### src/rtl/core/csnp_pkg.sv
// Shared types and constants for the contour splitter.
// Holds the request codes, port widths and the controller/datapath command and status structs.
// No dependencies.
package csnp_pkg;

    // Fixed port widths
    localparam int REQ_W   = 2;
    localparam int COORD_W = 16;
    localparam int SEG_W   = 10;

    // Default sizes
    localparam int DEF_MAX_CONTOUR = 1024;
    localparam int DEF_MAX_APPROX  = 16;
    localparam int DEF_COORD_BITS  = 16;

    // Request codes
    typedef enum logic [REQ_W-1:0] {
        REQ_CONTOUR = 2'd0,
        REQ_APPROX  = 2'd1,
        REQ_FINISH  = 2'd2,
        REQ_NONE    = 2'd3
    } t_req;

    // Commands from controller to datapath
    typedef struct packed {
        logic load_c;
        logic load_a;
        logic run_clr;
        logic emit_whole;
        logic scan_init;
        logic rd_en;
        logic insert;
        logic emit;
        logic emit_last;
    } t_cmd;

    // Status from datapath to controller
    typedef struct packed {
        logic c_empty;
        logic a_empty;
        logic a_one;
        logic c_last;
        logic a_last;
        logic pipe_busy;
    } t_stat;

endpackage

### src/rtl/core/csnp_ctrl.sv
// Controller of the contour splitter: decodes transactions and sequences
// the nearest point scan, the list insertion and segment emission. Depends on csnp_pkg.
module csnp_ctrl #(
    parameter int MAX_CONTOUR = csnp_pkg::DEF_MAX_CONTOUR,
    parameter int MAX_APPROX  = csnp_pkg::DEF_MAX_APPROX,
    parameter int IW          = $clog2(MAX_CONTOUR),
    parameter int AW          = $clog2(MAX_APPROX)
) (
    input  logic                           i_clk,
    input  logic                           i_rst_n,
    input  logic                           i_start,
    input  logic [csnp_pkg::REQ_W-1:0]     i_req_type,
    input  csnp_pkg::t_stat                i_stat,
    output logic                           o_busy,
    output csnp_pkg::t_cmd                 o_cmd,
    output logic [IW-1:0]                  o_rd_addr,
    output logic [AW-1:0]                  o_aidx
);
    import csnp_pkg::*;

    typedef enum logic [5:0] {
        ST_IDLE   = 6'b000001,
        ST_PREP   = 6'b000010,
        ST_SCAN   = 6'b000100,
        ST_DRAIN  = 6'b001000,
        ST_INSERT = 6'b010000,
        ST_EMIT   = 6'b100000
    } t_state;

    t_state        r_state, n_state;
    logic [IW-1:0] r_i, n_i;
    logic [AW-1:0] r_a, n_a;

    assign o_busy    = (r_state != ST_IDLE);
    assign o_rd_addr = r_i;
    assign o_aidx    = r_a;

    // Next state and commands
    always_comb begin
        n_state = r_state;
        n_i     = r_i;
        n_a     = r_a;
        o_cmd   = '0;
        unique case (r_state)
            ST_IDLE: begin
                if (i_start) begin
                    unique case (t_req'(i_req_type))
                        REQ_CONTOUR: o_cmd.load_c = 1'b1;
                        REQ_APPROX:  o_cmd.load_a = 1'b1;
                        REQ_FINISH: begin
                            if (i_stat.c_empty || i_stat.a_empty) begin
                                o_cmd.run_clr = 1'b1;
                            end else if (i_stat.a_one) begin
                                o_cmd.emit_whole = 1'b1;
                                o_cmd.run_clr    = 1'b1;
                            end else begin
                                n_a     = '0;
                                n_state = ST_PREP;
                            end
                        end
                        default: ;
                    endcase
                end
            end
            ST_PREP: begin
                o_cmd.scan_init = 1'b1;
                n_i             = '0;
                n_state         = ST_SCAN;
            end
            ST_SCAN: begin
                o_cmd.rd_en = 1'b1;
                if (i_stat.c_last) n_state = ST_DRAIN;
                else               n_i     = r_i + IW'(1);
            end
            ST_DRAIN: begin
                if (!i_stat.pipe_busy) n_state = ST_INSERT;
            end
            ST_INSERT: begin
                o_cmd.insert = 1'b1;
                if (i_stat.a_last) begin
                    n_a     = '0;
                    n_state = ST_EMIT;
                end else begin
                    n_a     = r_a + AW'(1);
                    n_state = ST_PREP;
                end
            end
            ST_EMIT: begin
                o_cmd.emit = 1'b1;
                if (i_stat.a_last) begin
                    o_cmd.emit_last = 1'b1;
                    o_cmd.run_clr   = 1'b1;
                    n_state         = ST_IDLE;
                end else begin
                    n_a = r_a + AW'(1);
                end
            end
            default: n_state = ST_IDLE;
        endcase
    end

    // State and loop counters
    always_ff @(posedge i_clk) begin
        if (!i_rst_n) begin
            r_state <= ST_IDLE;
            r_i     <= '0;
            r_a     <= '0;
        end else begin
            r_state <= n_state;
            r_i     <= n_i;
            r_a     <= n_a;
        end
    end

endmodule

### config.mk
export PLATFORM = sky130hd
export DESIGN_NAME = csnp_ctrl
export DESIGN_NICKNAME = d
export VERILOG_FILES = /design/src/rtl/core/csnp_pkg.sv /design/src/rtl/core/csnp_ctrl.sv
export SDC_FILE = /design/constraint.sdc
export NUM_CORES = 1
export LEC_CHECK = 0
export BUFFER_PORTS_ARGS = -buffer_cell sky130_fd_sc_hd__buf_2
export CELL_PAD_IN_SITES_DETAIL_PLACEMENT = 0
export CELL_PAD_IN_SITES_GLOBAL_PLACEMENT = 1
export CORE_MARGIN = 5
export CORE_UTILIZATION = 40
export DETAILED_ROUTE_END_ITERATION = 10
export GPL_TIMING_DRIVEN = 0
export PLACE_DENSITY = 0.95
export SLEW_MARGIN = 20
export SYNTH_ARGS = -nofsm -noshare
export SYNTH_HDL_FRONTEND = slang
export SYNTH_SLANG_ARGS = --single-unit
export TNS_END_PERCENT = 1
### constraint.sdc
create_clock -name i_clk -period 3.8 [get_ports i_clk]
set_input_delay 0.19 -clock i_clk [delete_from_list [all_inputs] [get_ports i_clk]]
set_output_delay 0.19 -clock i_clk [all_outputs]
set_load 0.005 [all_outputs]
==> results_dict.tcl <==
set metrics [dict create \
    status "complete, no violations" \
    tns_ps 0 \
    hpwl_um 2319 \
    drtIter0Drc 47 \
    multi_input_area_um2 745.7 \
    cts_resized 0 \
    final_layout_size_suffix_gt1_share_pct 26.49 \
    vias 1222 \
    viasPerCell 5.606 \
    critPathSlowestCell "or4_4" \
    crit_top_cell "buf_6" \
    required_ps 4030 \
    power_frac_comb_pct 23.1 \
    p_int_mw 0.2905 \
    crit_chain "buf_6 -> or4_4 -> buf_6 -> or2_4 -> buf_6 -> a2111oi_4 -> mux2i_1" \
    clk_latency_ps 290 \
    regArea_um2 400.4 \
    grt_usage_pct 14.55 \
    cts_tree "yes" \
    r2r_cells 7 \
    endpoint_kind "flip-flop" \
    skew_ps 2.511 \
    timing.rr.start "r_state[4]$_SDFFE_PN0P_" \
    switchingPower_mw 0.1224 \
    cts-hold-fix-buffers 0 \
    synth-edff-count 0 \
    grt_pass1_wl_um 5106 \
    fp.dieW_um 65.26 \
    setup_viol 0 \
    area_delta_synth_final_pct 19.16 \
    async_reset_ff_share_pct 0 \
    core_um2 2978 \
    cap_violations 0 \
    worstMarginPinSlew_ps 744.9 \
    layout.cells.non_filler 218 \
    rsz0062_at_grt "no" \
    critPathMaxFanout 10 \
    relSlewSlack_pct 49.88 \
    io_pins 35 \
    synth-seq-cells 20 \
    ir_drop_mv 0.1126 \
    dp_cells 215 \
    leakagePower_nw 0.5908 \
    htreeDepth 1 \
    antenna_cells 0 \
    hold_depth 2 \
    dieArea_um2 4258 \
    die_h_um 65.26 \
    holdCritPathClass "in2reg" \
    fin_nets 200 \
    place_congestion 0.8288 \
    synth_seq_area_share_pct 32.79 \
    hold_viol 0 \
    powerDensity_nw_per_um2 283.7 \
    min_period_over_period_pct 56.32 \
    antenna_found_initial 0 \
    clock_sinks 20 \
    start_util_pct 41.01 \
    yosysWarnings 0 \
    clkTransAtPathRegs_ps 110 \
    drt_pass1_iterations 4 \
    syn_area_per_cell_um2 8.251 \
    p_clk_share_pct 23.5 \
    cp.arrival_ps 2370 \
    first_global_vias 1144 \
    ys.flop_type "dfxtp_1" \
    fillers 298 \
    period_minus_slack_ps 2140 \
    globalRouteOverflowTotal 0 \
    grt_max_degree 11 \
    power.switching_fraction_pct 29.65 \
    wirelength_um 2949 \
    crit_type "reg2reg" \
    startpoint_type "flip-flop" \
    p_seq_share_pct 53.4 \
    cts_buffers 3 \
    numPortBuffers 34 \
    drc_errors 0 \
    max_freq_mhz 467.3 \
    min_from "i_stat[0]" \
    hold_path_end "r_state[4]$_SDFFE_PN0P_" \
    slew_violations 0 \
    cpPeakStageDelay_ps 530 \
    syn_inst 148 \
    synth_cell_types 45 \
    r2r_end "o_rd_addr[9]$_SDFFE_PN0P_" \
    cts-root-buf "clkbuf_4" \
    syn_area_um2 1221 \
    drtAntennaViolNets 0 \
    avgRoutedWirePerCell_um 13.53 \
    post_cts.repair.setup_buffers 0 \
    reg2reg_slack_ps 1660 \
    fp-row-count 20 \
    syn_nets 161 \
    clockBufferDepth 2 \
]
## cell usage after synthesis, types with 2 or more instances
library cell	instances	share of area, %
clkbuf_1	2	0.61
mux2i_1	4	3.3
ha_1	2	2.0
o211ai_1	2	1.2
a2111oi_0	2	1.4
inv_1	6	1.8
nor2_1	7	2.2
buf_6	3	2.8
nor3b_1	3	1.8
and3_1	3	1.5
o221a_2	2	1.8
nand3_1	13	5.3
nor3_1	8	3.3
nand4_1	2	1.0
or3_1	4	2.0
nand2b_1	7	3.6
o2111ai_1	2	1.4
a21oi_1	6	2.5
dfxtp_1	20	33
nand2_1	13	4.0
o21ai_0	7	2.9
nor4_1	4	2.0
a31oi_1	4	2.0
## cells in the final DEF, fill, tap and decap left out, drive strengths merged, types with 2 or more instances in the layout
cell and count:
mux2i 4, o2111ai 2, clkbuf 5, o211ai 2
inv 6, nand3 13, nor3 8, nor4 4
nor3b 3, ha 2, nand4 2, and3 3
nand2 13, o221a 2, a31oi 4, or3 4
a21oi 6, nor2 7, a2111oi 4, nand2b 7
buf 38, dfxtp 20, or4 2, o21ai 7
## sequential cells by signal, summed over array words and instances (netlist names)
name,cells
o_aidx,4
r_state,6
o_rd_addr,10
## worst max path at each step
stage	from	endpoint	slack [ps]	cells past startpoint
after detailed placement	r_state[4]$_SDFFE_PN0P_	o_rd_addr[9]$_SDFFE_PN0P_	1690	7
after floorplan	r_state[4]$_SDFFE_PN0P_	o_rd_addr[9]$_SDFFE_PN0P_	1750	7
after global routing	r_state[1]$_SDFFE_PN0P_	o_cmd[6]	1530	5
after CTS	r_state[4]$_SDFFE_PN0P_	o_rd_addr[9]$_SDFFE_PN0P_	1650	7
after global placement	r_state[4]$_SDFFE_PN0P_	o_rd_addr[9]$_SDFFE_PN0P_	1680	7
final	r_state[4]$_SDFFE_PN0P_	o_rd_addr[9]$_SDFFE_PN0P_	1660	7
## metal layers
layer / up-vias / share of wire (%) / track usage [%]
met5: - / 0 / 0
met2: 31 / 48 / 25.66
met4: 0 / 0.31 / 2.332
li1: 634 / - / -
met1: 555 / 44 / 17.97
met3: 2 / 7.0 / 3.761
## metrics by stage
step                cell area, µm²  setup slack, ps  utilization, %  total power [mW]  hold slack, ps
floorplan                     1221             1747               -            0.2900           268.5
global route                  1455             1534           48.87            0.4404           67.61
finish                        1455             1660           48.87            0.4129           66.60
global placement              1433             1675           48.11            0.3173           371.9
detailed placement            1433             1685           48.11            0.3200           374.4
CTS                           1455             1646           48.87            0.4162           61.63
## power groups by stage
stage,sequential (mW),combinational [mW],clock [mW]
finish,0.220,0.0952,0.0972
global route,0.222,0.109,0.110
CTS,0.220,0.0954,0.101
detailed placement,0.225,0.0948,0
global placement,0.225,0.0927,0
floorplan,0.223,0.0665,0
## kinds of logic after synthesis
logic type | count (synthesis) | share of synthesized area [%]
fa+ha+maj | 2 | 2.049
mux | 4 | 3.279
xor+xnor | 1 | 0.7173
compound gates | 34 | 21.52
flops | 20 | 32.79
simple gates | 74 | 33.51
buf+inv | 13 | 6.147
## layout make-up
class / count / share of cell area, %
Clock buffer: 3 / 1.548
Buffer: 6 / 3.353
Timing Repair Buffer: 34 / 11.69
Inverter: 7 / 1.806
Tap cell: 33 / 2.837
Sequential cell: 20 / 27.51
Multi-Input combinational cell: 115 / 51.25
## worst max-delay path: cells and delay by family (launching register included)
kind,cells,cell delay [ps]
muxes,1,210
and+or+nand+nor,2,780
AOI/OAI and AO/OA,1,340
DFF,1,320
buffers and inverters,3,420
Note: power is estimated with default switching activity, not from simulation.
